`src/rtl/core/dd_pkg.sv`:
```
// types, constants and calendar tables for the date difference block
// no dependencies
package dd_pkg;

    localparam int YEAR_W  = 14;
    localparam int MONTH_W = 4;
    localparam int DAY_W   = 5;
    localparam int COUNT_W = 22;
    localparam int NUM_W   = 23;   // day number, wide enough for any 14-bit year
    localparam int QUOT_W  = 8;    // (year - 1) / 100 for any 14-bit year
    localparam int REM_W   = 7;

    localparam logic [YEAR_W-1:0]  YEAR_MAX   = 14'd9999;
    localparam logic [YEAR_W-1:0]  CENTURY    = 14'd100;
    localparam logic [REM_W-1:0]   LAST_OF_CENTURY = 7'd99;
    localparam logic [NUM_W-1:0]   YEAR_DAYS  = 23'd365;
    localparam logic [12:0]        RECIP_100  = 13'd5243;   // 2^19 / 100, rounded up
    localparam int                 RECIP_SHIFT = 19;
    localparam logic [MONTH_W-1:0] MONTH_JAN  = 4'd1;
    localparam logic [MONTH_W-1:0] MONTH_FEB  = 4'd2;
    localparam logic [MONTH_W-1:0] MONTH_DEC  = 4'd12;
    localparam logic [DAY_W-1:0]   FEB_LEAP_LEN = 5'd29;

    typedef struct packed {
        logic [YEAR_W-1:0]  p;        // year - 1
        logic [QUOT_W-1:0]  qp;       // p / 100
        logic [NUM_W-1:0]   p365;     // p * 365
        logic [MONTH_W-1:0] month;
        logic [DAY_W-1:0]   day;
        logic               year_ok;
    } t_year_info;

    function automatic logic [DAY_W-1:0] month_len(input logic [MONTH_W-1:0] m);
        logic [DAY_W-1:0] len;
        case (m)
            4'd1:    len = 5'd31;
            4'd2:    len = 5'd28;
            4'd3:    len = 5'd31;
            4'd4:    len = 5'd30;
            4'd5:    len = 5'd31;
            4'd6:    len = 5'd30;
            4'd7:    len = 5'd31;
            4'd8:    len = 5'd31;
            4'd9:    len = 5'd30;
            4'd10:   len = 5'd31;
            4'd11:   len = 5'd30;
            4'd12:   len = 5'd31;
            default: len = 5'd0;
        endcase
        return len;
    endfunction

    function automatic logic [8:0] days_before(input logic [MONTH_W-1:0] m);
        logic [8:0] n;
        case (m)
            4'd2:    n = 9'd31;
            4'd3:    n = 9'd59;
            4'd4:    n = 9'd90;
            4'd5:    n = 9'd120;
            4'd6:    n = 9'd151;
            4'd7:    n = 9'd181;
            4'd8:    n = 9'd212;
            4'd9:    n = 9'd243;
            4'd10:   n = 9'd273;
            4'd11:   n = 9'd304;
            4'd12:   n = 9'd334;
            default: n = 9'd0;
        endcase
        return n;
    endfunction

endpackage

```
`src/rtl/core/dd_date_unit.sv`:
```
// two-stage date check and day number for one date
// depends on dd_pkg
module dd_date_unit (
    input  logic                        i_clk,
    input  logic [dd_pkg::YEAR_W-1:0]   i_year,
    input  logic [dd_pkg::MONTH_W-1:0]  i_month,
    input  logic [dd_pkg::DAY_W-1:0]    i_day,
    output logic [dd_pkg::NUM_W-1:0]    o_day_num,
    output logic                        o_ok
);

    localparam int PROD_W = dd_pkg::YEAR_W + 13;

    dd_pkg::t_year_info              r_s1, n_s1;
    logic [PROD_W-1:0]               w_prod;
    logic [dd_pkg::YEAR_W-1:0]       w_rem_full;
    logic [dd_pkg::REM_W-1:0]        w_rem;
    logic                            w_cent;
    logic                            w_leap;
    logic [dd_pkg::DAY_W-1:0]        w_len;
    logic                            w_month_ok;
    logic                            w_day_ok;
    logic [dd_pkg::NUM_W-1:0]        n_num, r_num;
    logic                            n_ok, r_ok;

    // stage 1: year - 1, its quotient by 100 via reciprocal, and whole-year days
    always_comb begin
        n_s1.p       = i_year - 14'd1;
        w_prod       = PROD_W'(n_s1.p) * PROD_W'(dd_pkg::RECIP_100);
        n_s1.qp      = w_prod[dd_pkg::RECIP_SHIFT +: dd_pkg::QUOT_W];
        n_s1.p365    = dd_pkg::NUM_W'(n_s1.p) * dd_pkg::YEAR_DAYS;
        n_s1.month   = i_month;
        n_s1.day     = i_day;
        n_s1.year_ok = (i_year != '0) && (i_year <= dd_pkg::YEAR_MAX);
    end

    always_ff @(posedge i_clk) begin
        r_s1 <= n_s1;
    end

    // stage 2: leap rule, validity and day number
    always_comb begin
        w_rem_full = r_s1.p - (dd_pkg::YEAR_W'(r_s1.qp) * dd_pkg::CENTURY);
        w_rem      = w_rem_full[dd_pkg::REM_W-1:0];
        // year is a multiple of 100 when year - 1 ends in 99
        w_cent     = (w_rem == dd_pkg::LAST_OF_CENTURY);
        // multiple of 400 when (year - 1) / 100 + 1 is a multiple of 4
        w_leap     = (r_s1.p[1:0] == 2'b11) && (!w_cent || (r_s1.qp[1:0] == 2'b11));
        w_len      = dd_pkg::month_len(r_s1.month);
        if ((r_s1.month == dd_pkg::MONTH_FEB) && w_leap) begin
            w_len = dd_pkg::FEB_LEAP_LEN;
        end
        w_month_ok = (r_s1.month inside {[dd_pkg::MONTH_JAN:dd_pkg::MONTH_DEC]});
        w_day_ok   = (r_s1.day != '0) && (r_s1.day <= w_len);
        n_ok       = r_s1.year_ok && w_month_ok && w_day_ok;
        n_num      = r_s1.p365
                   + dd_pkg::NUM_W'(r_s1.p[dd_pkg::YEAR_W-1:2])
                   - dd_pkg::NUM_W'(r_s1.qp)
                   + dd_pkg::NUM_W'(r_s1.qp[dd_pkg::QUOT_W-1:2])
                   + dd_pkg::NUM_W'(dd_pkg::days_before(r_s1.month))
                   + dd_pkg::NUM_W'(w_leap && (r_s1.month > dd_pkg::MONTH_FEB))
                   + dd_pkg::NUM_W'(r_s1.day);
    end

    always_ff @(posedge i_clk) begin
        r_num <= n_num;
        r_ok  <= n_ok;
    end

    assign o_day_num = r_num;
    assign o_ok      = r_ok;

endmodule

```
`src/rtl/core/date_difference_days.sv`:
```
// top level of the gregorian date difference block
// depends on dd_pkg and dd_date_unit
//
// usage:
//   a transaction is taken at a rising edge with start high and busy low.
//   busy is tied low: the three-stage pipeline takes one date pair every
//   cycle, with no gaps between transactions.
//   each transaction gives one result, shown on o_date_error and
//   o_day_count for exactly one cycle while o_strobe is high.
//   the result strobe rises once the transaction has passed three
//   registered stages (stage 1 divides the year by 100 by reciprocal
//   multiply, stage 2 applies the leap rule and sums the day number,
//   stage 3 takes the absolute difference).
//   throughput: one transaction per cycle.
//   o_date_error is high when either date is invalid; o_day_count is then 0.
//   the receiver cannot hold results off, so nothing here ever stalls.
//   synchronous reset clears the valid pipeline; transactions in flight
//   are dropped and no strobe follows them.
module date_difference_days (
    input  logic                         i_clk,
    input  logic                         i_rst_n,
    input  logic                         start,
    output logic                         busy,
    input  logic [dd_pkg::YEAR_W-1:0]    i_first_year,
    input  logic [dd_pkg::MONTH_W-1:0]   i_first_month,
    input  logic [dd_pkg::DAY_W-1:0]     i_first_day,
    input  logic [dd_pkg::YEAR_W-1:0]    i_second_year,
    input  logic [dd_pkg::MONTH_W-1:0]   i_second_month,
    input  logic [dd_pkg::DAY_W-1:0]     i_second_day,
    output logic                         o_strobe,
    output logic                         o_date_error,
    output logic [dd_pkg::COUNT_W-1:0]   o_day_count
);

    logic [dd_pkg::NUM_W-1:0]   w_num_a, w_num_b;
    logic                       w_ok_a, w_ok_b;
    logic [dd_pkg::NUM_W-1:0]   w_diff;
    logic                       r_v1, r_v2, r_v3;
    logic                       n_err;
    logic [dd_pkg::COUNT_W-1:0] n_count;
    logic                       r_err;
    logic [dd_pkg::COUNT_W-1:0] r_count;

    assign busy = 1'b0;

    dd_date_unit u_first (
        .i_clk     (i_clk),
        .i_year    (i_first_year),
        .i_month   (i_first_month),
        .i_day     (i_first_day),
        .o_day_num (w_num_a),
        .o_ok      (w_ok_a)
    );

    dd_date_unit u_second (
        .i_clk     (i_clk),
        .i_year    (i_second_year),
        .i_month   (i_second_month),
        .i_day     (i_second_day),
        .o_day_num (w_num_b),
        .o_ok      (w_ok_b)
    );

    // valid bits travel alongside the date units
    always_ff @(posedge i_clk) begin
        if (!i_rst_n) begin
            r_v1 <= 1'b0;
            r_v2 <= 1'b0;
            r_v3 <= 1'b0;
        end else begin
            r_v1 <= start && !busy;
            r_v2 <= r_v1;
            r_v3 <= r_v2;
        end
    end

    always_comb begin
        w_diff  = (w_num_a >= w_num_b) ? (w_num_a - w_num_b) : (w_num_b - w_num_a);
        n_err   = !(w_ok_a && w_ok_b);
        n_count = n_err ? '0 : w_diff[dd_pkg::COUNT_W-1:0];
    end

    always_ff @(posedge i_clk) begin
        r_err   <= n_err;
        r_count <= n_count;
    end

    assign o_strobe     = r_v3;
    assign o_date_error = r_err;
    assign o_day_count  = r_count;

endmodule

```
`config.mk`:
```
export PLATFORM = sky130hd
export DESIGN_NAME = date_difference_days
export DESIGN_NICKNAME = d
export VERILOG_FILES = /design/src/rtl/core/dd_pkg.sv /design/src/rtl/core/dd_date_unit.sv /design/src/rtl/core/date_difference_days.sv
export SDC_FILE = /design/constraint.sdc
export NUM_CORES = 1
export LEC_CHECK = 0
export ABC_AREA = 0
export BUFFER_PORTS_ARGS = -buffer_cell sky130_fd_sc_hd__buf_2
export CORE_MARGIN = 4
export CORE_UTILIZATION = 50
export DETAILED_ROUTE_END_ITERATION = 7
export PLACE_DENSITY = 0.67
export SLEW_MARGIN = 5
export SYNTH_ARGS = -nofsm -noshare
export SYNTH_HDL_FRONTEND = slang
export SYNTH_SLANG_ARGS = --single-unit
```
`constraint.sdc`:
```
create_clock -name i_clk -period 7.6 [get_ports i_clk]
set_clock_uncertainty 0.1 [all_clocks]
set_input_delay 1.52 -clock i_clk [delete_from_list [all_inputs] [get_ports i_clk]]
set_output_delay 1.52 -clock i_clk [all_outputs]
set_load 0.03 [all_outputs]
```
; ---- After elaboration in Yosys (flattened, before gate mapping)
; Memories as Yosys holds them, arrays and structs flattened. A register that Yosys moved wholly into a read port is not among the register bits.
; Index checks and enable logic that the tools add are counted.
[op_classes]
n_addsub = 18
multipliers = 6
magnitude_cmp = 11
eq_ne = 8
mux = 3
n_reduce_logical = 26
[ops]
columns = op, n
row1 = $mul 14x13->27 const B, 2
row2 = $add 23x1->23, 2
row3 = $add 23x12->23, 2
row4 = $add 23x5->23, 2
row5 = $add 23x6->23, 2
row6 = $add 23x9->23, 2
row7 = $mul 14x9->23 const B, 2
row8 = $sub 23x8->23, 2
row9 = $sub 22x22->22, 2
row10 = $le 14x14->1 const B, 2
row11 = $reduce_bool 14->1, 2
row12 = $sub 14x1->14 const B, 2
row13 = $ge 23x23->1, 1
row14 = $mux 22, 1
row15 = $logic_and 1x1->1, 17
row16 = $mul 8x5->5 const B, 2
row17 = $eq 7x7->1 const B, 2
row18 = $sub 7x7->7, 2
row19 = $le 5x5->1, 2
row20 = $mux 5, 2
row21 = $reduce_bool 5->1, 2
row22 = $eq 2x2->1 const B, 4
row23 = $eq 4x2->1 const B, 2
row24 = $ge 4x1->1 const B, 2
row25 = 4 further kinds, 9
[word_totals]
register_bits = 184
mem_bits_ro = 448
out_inout_bits = 25
elab_cells = 97
memories = 4
[memory_table]
columns = memory, words, word_bits, read_ports, rd_clocked_by_memory_dff, wr, line
row1 = (name not given), 16, 9, 1, 1, 0, dd_pkg.sv:55  ; case (m)
row2 = (name not given), 16, 9, 1, 1, 0, dd_pkg.sv:55
row3 = (name not given), 16, 5, 1, 1, 0, dd_pkg.sv:35  ; case (m)
row4 = (name not given), 16, 5, 1, 1, 0, dd_pkg.sv:35

; ---- Logic depth before layout (Yosys ltp)
; Gate-level depths: netlist of the first run.
[depth]
depth_word = 11
mapped_depth = 27

; ---- Cells and area by module
; A second synthesis of the first run with hierarchy kept.
[hier_totals]
hier_cells = 2601
area_unflattened_um2 = 24063.1
[modules_own_cells]
columns = mod, instances, cells_each, area_each_um2
row1 = dd_date_unit (u_first), 1, 1099, 10531.4
row2 = dd_date_unit (u_second), 1, 1095, 10433.8
row3 = date_difference_days, 1, 407, 3098.0

; ---- Worst setup path before layout of the first run
; No wires, ideal clock.
[synth_path]
path_kind = input to register
start = input i_first_year[7] in the netlist's numbering
end = register u_first.r_s1[40] in the netlist's numbering
setup_ps = 118
t_arrival_ps = 7549
path_slack_ps = -167
path_stages = 24
path_buffers = 0
path_cell_list = or3_1 > nor4_1 > nand2b_1 > nor2_1 > xor2_1 > inv_1 > fa_1 > inv_1 > ha_1 > fa_1 > fa_1 > inv_1 > fa_1 > inv_1 > ha_1 > and3_1 > a221oi_1 > o21a_1 > o221ai_1 > or4_1 > a31oi_1 > o21bai_1 > a21o_1 > xnor2_1
[synth_lines]
columns = item, line
row1 = from (decl), date_difference_days.sv:24  ; input logic [dd_pkg::YEAR_W-1:0] i_first_year,
row2 = to (signal assigned), dd_date_unit.sv:38  ; r_s1 <= n_s1;
row3 = to (decl), dd_date_unit.sv:14  ; dd_pkg::t_year_info r_s1, n_s1;

==> reports/metrics.csv, run 1 <==
stage;metric;value;unit
status;outcome;completed;
routing;drt_iter0_drc;1056;
clock_tree;cts_max_path_buffers;3;
logic_synthesis;synth_area;23200;µm²
layout;final_nets;3476;
layout;antenna_cells;0;
clock_tree;clock-sinks;204;
routing;drc;0;
logic_synthesis;synth_nets;3248;
logic_synthesis;seq_area_frac_synth;17.6;%
logic_synthesis;ys.flop_type;dfxtp_1;
clock_tree;cts_inserted_buffers;25;
setup_path;cp.arrival;7.65;ns
logic_synthesis;synth-edff-count;0;
logic_synthesis;ys.warnings.count;0;
setup_path;worstSetupEndpoint;u_first.r_s1[40];
worst_hold_path;worst_hold_path.num_cells;1;
worst_hold_path;hold_class;register to register;
floorplan;fp.dieArea;49900;µm²
setup_path;r2r_slack;1.44;ns
setup_path;crit_path_start_kind;input pin;
logic_synthesis;yosysUniqueCellTypes;71;
global_route;grt_max_degree;18;
sta;rsz0062_at_grt;yes;
placed_design;io_buffer_count;72;
sta;slew_headroom;23.3;%
setup_path;r2r_start;u_second.r_s1[33];
logic_synthesis;syn_inst;2481;
clock_tree;clkTransAtPathRegs;0.06;ns
sta;fin_crit_sh;96.5;%
routing;final_antenna_net_count;0;
sta;hold_slack;0.344;ns
routing;finalWirelength;52100;µm
setup_path;startpoint;i_first_year[1];
sta;finalSetupViolCount;0;
layout;final_util;57.6;%
sta;max_freq;0.136;GHz
setup_path;cp.required;7.91;ns
sta;tightest_slew;1.12;ns
setup_path;crit_type;input pin to register;
global_route;antenna_found_initial;0;
logic_synthesis;syn_avg_cell_area;9.35;µm²
routing;first_pass_iters;5;
floorplan;die_h;223;µm
global_route;grt_pass1_vias;17400;
clock_tree;cts_setup_buffers;0;
setup_path;end_kind;register;
floorplan;die_w;223;µm
clock_tree;htree_levels;1;
routing;wl_per_cell;15.7;µm
placed_design;hpwl;45200;µm
routing;via_per_inst;5.07;
clock_tree;cts_tree;yes;
logic_synthesis;ys_async_sr_fraction;0;%
setup_path;r2r-end;u_second.o_day_num[21];
setup_path;reg2reg_depth;24;
global_route;grt_pass1_wl;86500;µm
setup_path;crit_path_max_fanout;7;
global_route;grt_usage;21.0;%
layout;drive_above_1_share;11.0;%
floorplan;io_pins;74;
placed_design;place_ws;-0.433;ns
sta;hold_viol_final;0;
global_route;grt_overflow;0;
layout;area_growth;13.3;%
sta;post-route-min-period;7.33;ns
clock_tree;clock_latency;0.54;ns
floorplan;start_util;50.9;%
sta;drv_slew;0;
logic_synthesis;ys_ff_latch;204;
routing;vias;16900;
floorplan;core_area;45600;µm²
clock_tree;cts_root_buf;clkbuf_16;
sta;setup_ws;0.266;ns
floorplan;num_rows;78;
placed_design;gp_congestion;0.924;
flow_run;max-cap-violations;0;
layout make-up:
| class | instances | area [µm²] |
|---|---|---|
| Clock buffer | 27 | 633 |
| Clock inverter | 18 | 224 |
| Fill cell | 3991 | 19300 |
| Inverter | 645 | 2420 |
| Multi-Input combinational cell | 1610 | 16700 |
| Sequential cell | 204 | 4080 |
| Tap cell | 600 | 751 |
| Timing Repair Buffer | 223 | 1510 |
worst max-delay path, stage by stage:
cell and delay, ns:
buf_2 0.11, inv_1 0.09, ha_1 0.15, a21boi_0 0.27, nand2_1 0.12, nor3_1 0.30, xnor2_2 0.25, buf_4 0.20
inv_1 0.04, ha_1 0.16, inv_1 0.07, fa_1 0.50, inv_1 0.05, fa_1 0.50, inv_1 0.06, fa_1 0.49
fa_1 0.49, inv_1 0.04, ha_1 0.19, a2111o_1 0.36, a31oi_1 0.32, o221ai_1 0.21, or4_1 0.47, a31oi_1 0.25
o21bai_1 0.11, a21o_1 0.19, xnor2_1 0.12
synth_stat cells (all sizes together), types with 4 or more instances:
master	count	share of area (%)
and2	12	0.32
inv	645	10
nand3	28	0.60
nor4	8	0.22
o21bai	20	0.65
nand4	14	0.38
a22oi	4	0.13
a221oi	5	0.19
nand2	85	1.4
nor3b	4	0.13
o41ai	4	0.22
dfxtp	204	18
o21ai	62	1.3
clkbuf	11	0.18
a31oi	14	0.38
nor2	110	1.8
a211oi	11	0.40
o21a	21	0.68
a21boi	5	0.16
xnor2	103	3.9
and3	11	0.30
a21o	44	1.4
a2111oi	5	0.19
fa	260	22
buf	11	0.36
nand2b	28	0.76
or3	10	0.27
a21oi	104	2.3
or2	5	0.13
mux2i	24	1.0
nor2b	21	0.57
or4	4	0.13
ha	458	25
o31ai	4	0.13
o211ai	7	0.23
xor2	34	1.3
nor3	33	0.71
a211o	4	0.15
layout by cell type, fill, tap and decap left out, drive strengths merged, types with 5 or more instances in the layout:
cell,n
nor2b,21
o21ai,62
o21a,21
nor2,110
nor3,33
dfxtp,204
or2,5
a221oi,5
nand4,14
inv,649
or3,10
ha,458
buf,223
o211ai,7
mux2i,24
nand2b,28
nor4,8
nand2,85
a2111oi,5
and3,11
a211oi,11
nand3,28
a31oi,14
a21oi,104
a21o,44
clkbuf,27
xnor2,103
clkinv,8
xor2,34
a21boi,5
and2,12
o21bai,20
fa,260
cells by family (layout without fill, tap and decap cells):
group                      count (synthesis)  count (layout)  share of synthesized area (%)
and+or+nand+nor                          380             380                           7.92
DFF                                      204             204                           17.6
AOI/OAI and AO/OA                        347             347                           9.95
other                                      1               1                         0.0162
muxes                                     27              27                           1.18
xor gates and xnor gates                 137             137                           5.18
buffers and inverters                    667             913                           11.0
adders and majority gates                718             718                           47.2
per-layer routing:
metal  share of wire [%]  GRT usage [%]  wire (µm)
met3                 4.4           2.74       2280
met2                  45           33.7      23400
met5                   0              0          0
met1                  49           30.7      25500
met4                 1.7           4.04        876
timing repair:
| action | in CTS | in global routing |
|---|---|---|
| endpoints found under the setup margin | 0 | 5 |
| resized for setup | 0 | 7 |
| hold buffers | 0 | 0 |
per-stage QoR:
step | std cells | TNS, ns | cell area (µm²)
5_1_grt | 3327 | -0.104 | 26300
3_3_place_gp | 3282 | -1.22 | 25400
2_1_floorplan | 2481 | 0 | 23200
3_5_place_dp | 3282 | -2.55 | 25400
6_report | 3327 | 0 | 26300
4_1_cts | 3327 | 0 | 26200
how the worst min path moves through the flow:
| stage | start | to | slack, ns |
|---|---|---|---|
| floorplan | r_v2 | o_strobe | 0.31 |
| global placement | r_v1 | r_v2 | 0.32 |
| detailed placement | r_v2 | o_strobe | 0.33 |
| CTS | r_v2 | o_strobe | 0.35 |
| global route | r_v1 | r_v2 | 0.37 |
| finish | r_v2 | o_strobe | 0.34 |
Power of run 1 is left out: the tool's default activity adds up to more than one toggle a clock period on the data nets, which glitch-free logic cannot reach.
==> run 2: changes to the inputs <==
==> constraint.sdc (replaced) <==
create_clock -name i_clk -period 7.6 [get_ports i_clk]
set_clock_uncertainty 0.1 [all_clocks]
set_input_delay 0 -clock i_clk [delete_from_list [all_inputs] [get_ports i_clk]]
set_output_delay 0 -clock i_clk [all_outputs]
set_load 0.03 [all_outputs]
==> run 2 against run 1 <==
Wire length decreased by 1.9%. Via count is 1.9% lower. Design area is 2.2% lower. Sequential cell count stayed put. Count of clock-buffer cells in the layout rose by 3. Setup slack improved by 0.16 ns. Sequential share of layout area up 0.36 points. Cell count is 2.5% lower. First-iteration DRC count down 5.9%. Fmax is 2.2% higher. Global-route usage shrank 0.17 points. Non-clock buffer count is 78 lower.
==> reports/metrics.csv, run 2 (same netlist as run 1, synthesis figures left out) <==
stage;metric;value;unit;change
layout;area_growth;10.8;%;
routing;via_per_inst;5.11;;+0.63%
sta;max_freq;0.139;GHz;+2.2%
status;outcome;completed;;
global_route;grt_max_degree;18;;unchanged
global_route;grt_pass1_wl;85800;µm;-0.84%
floorplan;num_rows;78;;unchanged
setup_path;end_kind;register;;
setup_path;crit_path_start_kind;input pin;;
routing;finalWirelength;51100;µm;-1.9%
sta;post-route-min-period;7.18;ns;-0.157 ns
clock_tree;clock-sinks;204;;unchanged
sta;hold_viol_final;0;;unchanged
sta;rsz0062_at_grt;no;;
sta;fin_crit_sh;94.4;%;-2.1 points
floorplan;die_h;223;µm;unchanged
sta;finalSetupViolCount;0;;unchanged
clock_tree;cts_max_path_buffers;3;;unchanged
placed_design;gp_congestion;0.924;;about the same
layout;final_nets;3396;;-2.3%
layout;final_util;56.3;%;-1.3 points
setup_path;crit_type;input pin to register;;
floorplan;fp.dieArea;49900;µm²;unchanged
clock_tree;cts_inserted_buffers;23;;-8.0%
sta;slew_headroom;24.6;%;+1.3 points
flow_run;max-cap-violations;0;;unchanged
clock_tree;clock_latency;0.52;ns;-0.02 ns
layout;final_cell_mix;inv_1, ha_1, fa_1;;
floorplan;io_pins;74;;unchanged
layout;final_common_cell;inv_1;;
global_route;grt_usage;20.8;%;-0.17 points
routing;drc;0;;unchanged
setup_path;cp_top_family;adder cells;;
routing;vias;16600;;-1.9%
setup_path;path_buf_inv;8;;unchanged
sta;drv_slew;0;;unchanged
layout;drive_above_1_share;5.56;%;-5.4 points
floorplan;start_util;50.9;%;unchanged
setup_path;r2r_slack;1.58;ns;+0.14 ns
worst_hold_path;hold_class;input pin to register;;
setup_path;critPathSlowestCell;or4_1;;
setup_path;cp.arrival;7.47;ns;-0.18 ns
clock_tree;htree_levels;1;;unchanged
routing;final_antenna_net_count;0;;unchanged
global_route;grt_overflow;0;;unchanged
placed_design;hpwl;42800;µm;-5.4%
global_route;grt_pass1_vias;17400;;-0.30%
clock_tree;clkTransAtPathRegs;0.07;ns;about the same
placed_design;io_buffer_count;72;;unchanged
sta;finalSetupTns;0;ns;unchanged
clock_tree;cts_tree;yes;;
routing;drt_iter0_drc;994;;-5.9%
global_route;antenna_found_initial;0;;unchanged
routing;first_pass_iters;5;;unchanged
setup_path;crit_path_max_fanout;8;;+1
setup_path;critPathMaxStageDelay;0.61;ns;+0.11 ns
setup_path;cp.required;7.89;ns;-0.02 ns
floorplan;die_w;223;µm;unchanged
floorplan;core_area;45600;µm²;unchanged
sta;tightest_slew;1.12;ns;+0.00135 ns
routing;wl_per_cell;15.7;µm;+0.59%
layout;antenna_cells;0;;unchanged
clock_tree;cts_root_buf;clkbuf_16;;
## run 2: what timing repair did
| item | in CTS | in global routing |
|---|---|---|
| endpoints found under the hold margin | 71 | 0 |
| setup buffers | 0 | 0 |
| hold buffers | 60 | 0 |
| setup endpoints to repair | 0 | 5 |
| resized for setup | 0 | 5 |
## run 2: worst paths after layout
| kind | startpoint | to | depth (start not counted) |
|---|---|---|---|
| hold / removal | i_second_day[4] | u_second.r_s1[5] | 2 |
| setup / recovery | i_second_year[5] | u_second.r_s1[40] | 28 |
| setup reg to reg | u_second.r_s1[33] | u_second.o_day_num[21] | 24 |
| hold reg to reg | r_v2 | o_strobe | 1 |
## run 2: per-layer routing
layer / wire length (µm) / GRT usage, % / vias to the layer above / share of wire, %
li1: - / - / 8220 / -
met1: 23400 / 28.9 / 7928 / 46
met2: 23900 / 35.1 / 345 / 47
met3: 2650 / 2.57 / 70 / 5.2
met4: 1120 / 4.51 / 0 / 2.2
met5: 0 / 0 / - / 0
## run 2: cell type report
class / instances / area [µm²]
Clock buffer: 30 / 642
Clock inverter: 10 / 138
Fill cell: 3984 / 19900
Inverter: 645 / 2420
Multi-Input combinational cell: 1610 / 16600
Sequential cell: 204 / 4080
Tap cell: 600 / 751
Timing Repair Buffer: 145 / 1060
## run 2: stage by stage
stage	instances	hold WS [ns]	setup WS [ns]	instance area [µm²]
4_1_cts	3244	0.000462	0.230	25700
6_report	3244	0.0243	0.423	25700
2_1_floorplan	2481	-0.0723	1.35	23200
3_5_place_dp	3144	0.00407	0.378	24300
3_3_place_gp	3144	0.00232	0.595	24300
5_1_grt	3244	0.0136	0.0150	25700
Power of run 2 is left out for the same reason.
==> run 3: changes to the inputs <==
--- a/config.mk
+++ b/config.mk
@@ -11,6 +11,7 @@
 export CORE_UTILIZATION = 50
 export DETAILED_ROUTE_END_ITERATION = 7
 export PLACE_DENSITY = 0.67
+export RECOVER_POWER = 100
 export SLEW_MARGIN = 5
 export SYNTH_ARGS = -nofsm -noshare
 export SYNTH_HDL_FRONTEND = slang
==> run 3 against run 2 <==
Hold slack got worse by 0.0053 ns. Design area down 0.50%. First-iteration DRC count shrank 3.4%. Core utilization is 0.28 points lower. Count of clock-buffer cells in the layout unchanged. Critical path depth unchanged. Non-clock buffer count unchanged. Sequential share of layout area increased by 0.080 points. Critical path type unchanged.
==> reports/metrics.csv, run 3 (same netlist as run 1, synthesis figures left out) <==
stage;metric;value;unit;change
layout;area_growth;10.2;%;
clock_tree;htree_levels;1;;unchanged
clock_tree;clock-sinks;204;;unchanged
placed_design;gp_congestion;0.924;;unchanged
setup_path;worstSetupEndpoint;u_second.r_s1[40];;
routing;finalWirelength;51200;µm;+0.18%
routing;vias;16600;;+0.042%
sta;rsz0062_at_grt;no;;
sta;drv_slew;0;;unchanged
layout;final_cell_mix;inv_1, ha_1, fa_1;;
sta;post-route-min-period;7.22;ns;+0.0434 ns
layout;drive_above_1_share;3.67;%;-1.9 points
floorplan;core_area;45600;µm²;unchanged
floorplan;num_rows;78;;unchanged
worst_hold_path;hold_class;input pin to register;;
layout;antenna_cells;0;;unchanged
routing;drc;0;;unchanged
sta;tightest_slew;1.23;ns;+0.104 ns
floorplan;die_w;223;µm;unchanged
clock_tree;cts_max_path_buffers;3;;unchanged
setup_path;crit_path_max_fanout;8;;unchanged
routing;final_antenna_net_count;0;;unchanged
setup_path;r2r_slack;1.57;ns;about the same
floorplan;fp.dieArea;49900;µm²;unchanged
placed_design;hpwl;42800;µm;unchanged
setup_path;cp.required;7.89;ns;about the same
layout;final_nets;3396;;unchanged
setup_path;startpoint;i_second_year[5];;
floorplan;io_pins;74;;unchanged
routing;via_per_inst;5.11;;about the same
layout;fin_area;25600;µm²;-0.50%
layout;final_common_cell;inv_1;;
setup_path;crit_path_start_kind;input pin;;
setup_path;cp.arrival;7.51;ns;+0.04 ns
flow_run;max-cap-violations;0;;unchanged
global_route;grt_pass1_wl;85800;µm;unchanged
sta;max_freq;0.138;GHz;-0.60%
setup_path;r2r-end;u_second.o_day_num[21];;
sta;fin_crit_sh;95.0;%;+0.57 points
sta;hold_viol_final;0;;unchanged
setup_path;crit_type;input pin to register;;
global_route;grt_max_degree;18;;unchanged
status;outcome;completed;;
layout;final_util;56.1;%;-0.28 points
global_route;grt_pass1_vias;17400;;unchanged
sta;slew_headroom;17.1;%;-7.5 points
routing;first_pass_iters;7;;+2
clock_tree;cts_root_buf;clkbuf_16;;
placed_design;postPlaceCellArea;24300;µm²;unchanged
setup_path;r2r_start;u_second.r_s1[33];;
sta;finalSetupViolCount;0;;unchanged
clock_tree;cts_inserted_buffers;23;;unchanged
clock_tree;clkTransAtPathRegs;0.07;ns;about the same
setup_path;reg2reg_depth;24;;unchanged
placed_design;io_buffer_count;72;;unchanged
sta;finalSetupTns;0;ns;unchanged
global_route;grt_usage;20.8;%;unchanged
clock_tree;cts_tree;yes;;
global_route;antenna_found_initial;0;;unchanged
clock_tree;clock_latency;0.52;ns;about the same
routing;wl_per_cell;15.8;µm;+0.18%
floorplan;die_h;223;µm;unchanged
floorplan;start_util;50.9;%;unchanged
setup_path;end_kind;register;;
routing;drt_iter0_drc;960;;-3.4%
global_route;grt_overflow;0;;unchanged
[run 3: changes by cell type in the layout (fill, tap and decap cells not counted), moves of 2 or more]
cell      before  now
and2_1        12    8
buf_4         13    7
a211oi_2       2    0
and2_0         0    4
a211oi_1       9   11
buf_2         72   36
clkbuf_1       3   45
o41ai_1        2    4
o311ai_0       1    3
o41ai_2        2    0
[run 3: layout make-up]
type | instances | area [µm²]
Fill cell | 4018 | 20000
Multi-Input combinational cell | 1610 | 16500
Sequential cell | 204 | 4080
Inverter | 645 | 2420
Timing Repair Buffer | 145 | 991
Tap cell | 600 | 751
Clock buffer | 30 | 642
Clock inverter | 10 | 138
[run 3: through the flow]
step | instances | hold WS, ns | setup slack [ns]
floorplan | 2481 | -0.0723 | 1.35
global placement | 3144 | 0.00232 | 0.595
detailed placement | 3144 | 0.00407 | 0.378
CTS | 3244 | 0.000462 | 0.230
global route | 3244 | 0.0136 | 0.0103
finish | 3244 | 0.0189 | 0.379
[run 3: critical path, stage by stage]
cell           delay [ns]
dlygate4sd3_1        0.54
clkbuf_1             0.15
or4_1                0.62
nor2_1               0.12
nand2_1              0.10
nor4_1               0.26
xor2_1               0.16
dlygate4sd3_1        0.56
buf_4                0.19
ha_1                 0.27
inv_1                0.15
fa_1                 0.50
fa_1                 0.53
inv_1                0.05
fa_1                 0.49
inv_1                0.06
fa_1                 0.54
inv_1                0.05
ha_1                 0.20
a21oi_1              0.15
o221ai_1             0.14
a221o_1              0.40
a31oi_2              0.32
o21ai_1              0.19
a41o_1               0.31
nor3_1               0.21
o21bai_1             0.12
xnor2_1              0.13
[run 3: worst min-delay path by stage]
| stage | cells past startpoint | start | slack, ns | to |
|---|---|---|---|---|
| 2_1_floorplan | 0 | i_first_day[0] | -0.07 | u_first.r_s1[1] |
| 3_3_place_gp | 1 | i_second_day[0] | 0.002 | u_second.r_s1[1] |
| 3_5_place_dp | 1 | i_first_day[0] | 0.004 | u_first.r_s1[1] |
| 4_1_cts | 2 | i_second_day[4] | 0.0005 | u_second.r_s1[5] |
| 5_1_grt | 2 | i_first_day[4] | 0.01 | u_first.r_s1[5] |
| 6_report | 2 | i_second_day[4] | 0.02 | u_second.r_s1[5] |
[run 3: routing by layer]
metal | track usage [%] | vias to the layer above | part of all wire, %
met5 | 0 | - | 0
met4 | 4.51 | 0 | 2.2
met3 | 2.57 | 68 | 5.1
met2 | 35.1 | 334 | 47
met1 | 28.9 | 7949 | 46
li1 | - | 8219 | -
[run 3: what timing repair did]
item | in CTS | in global routing
endpoints found under the hold margin | 71 | 0
hold buffers | 60 | 0
setup endpoints to repair | 0 | 5
setup buffers | 0 | 0
gates resized for setup | 0 | 5
Power of run 3 is left out for the same reason.
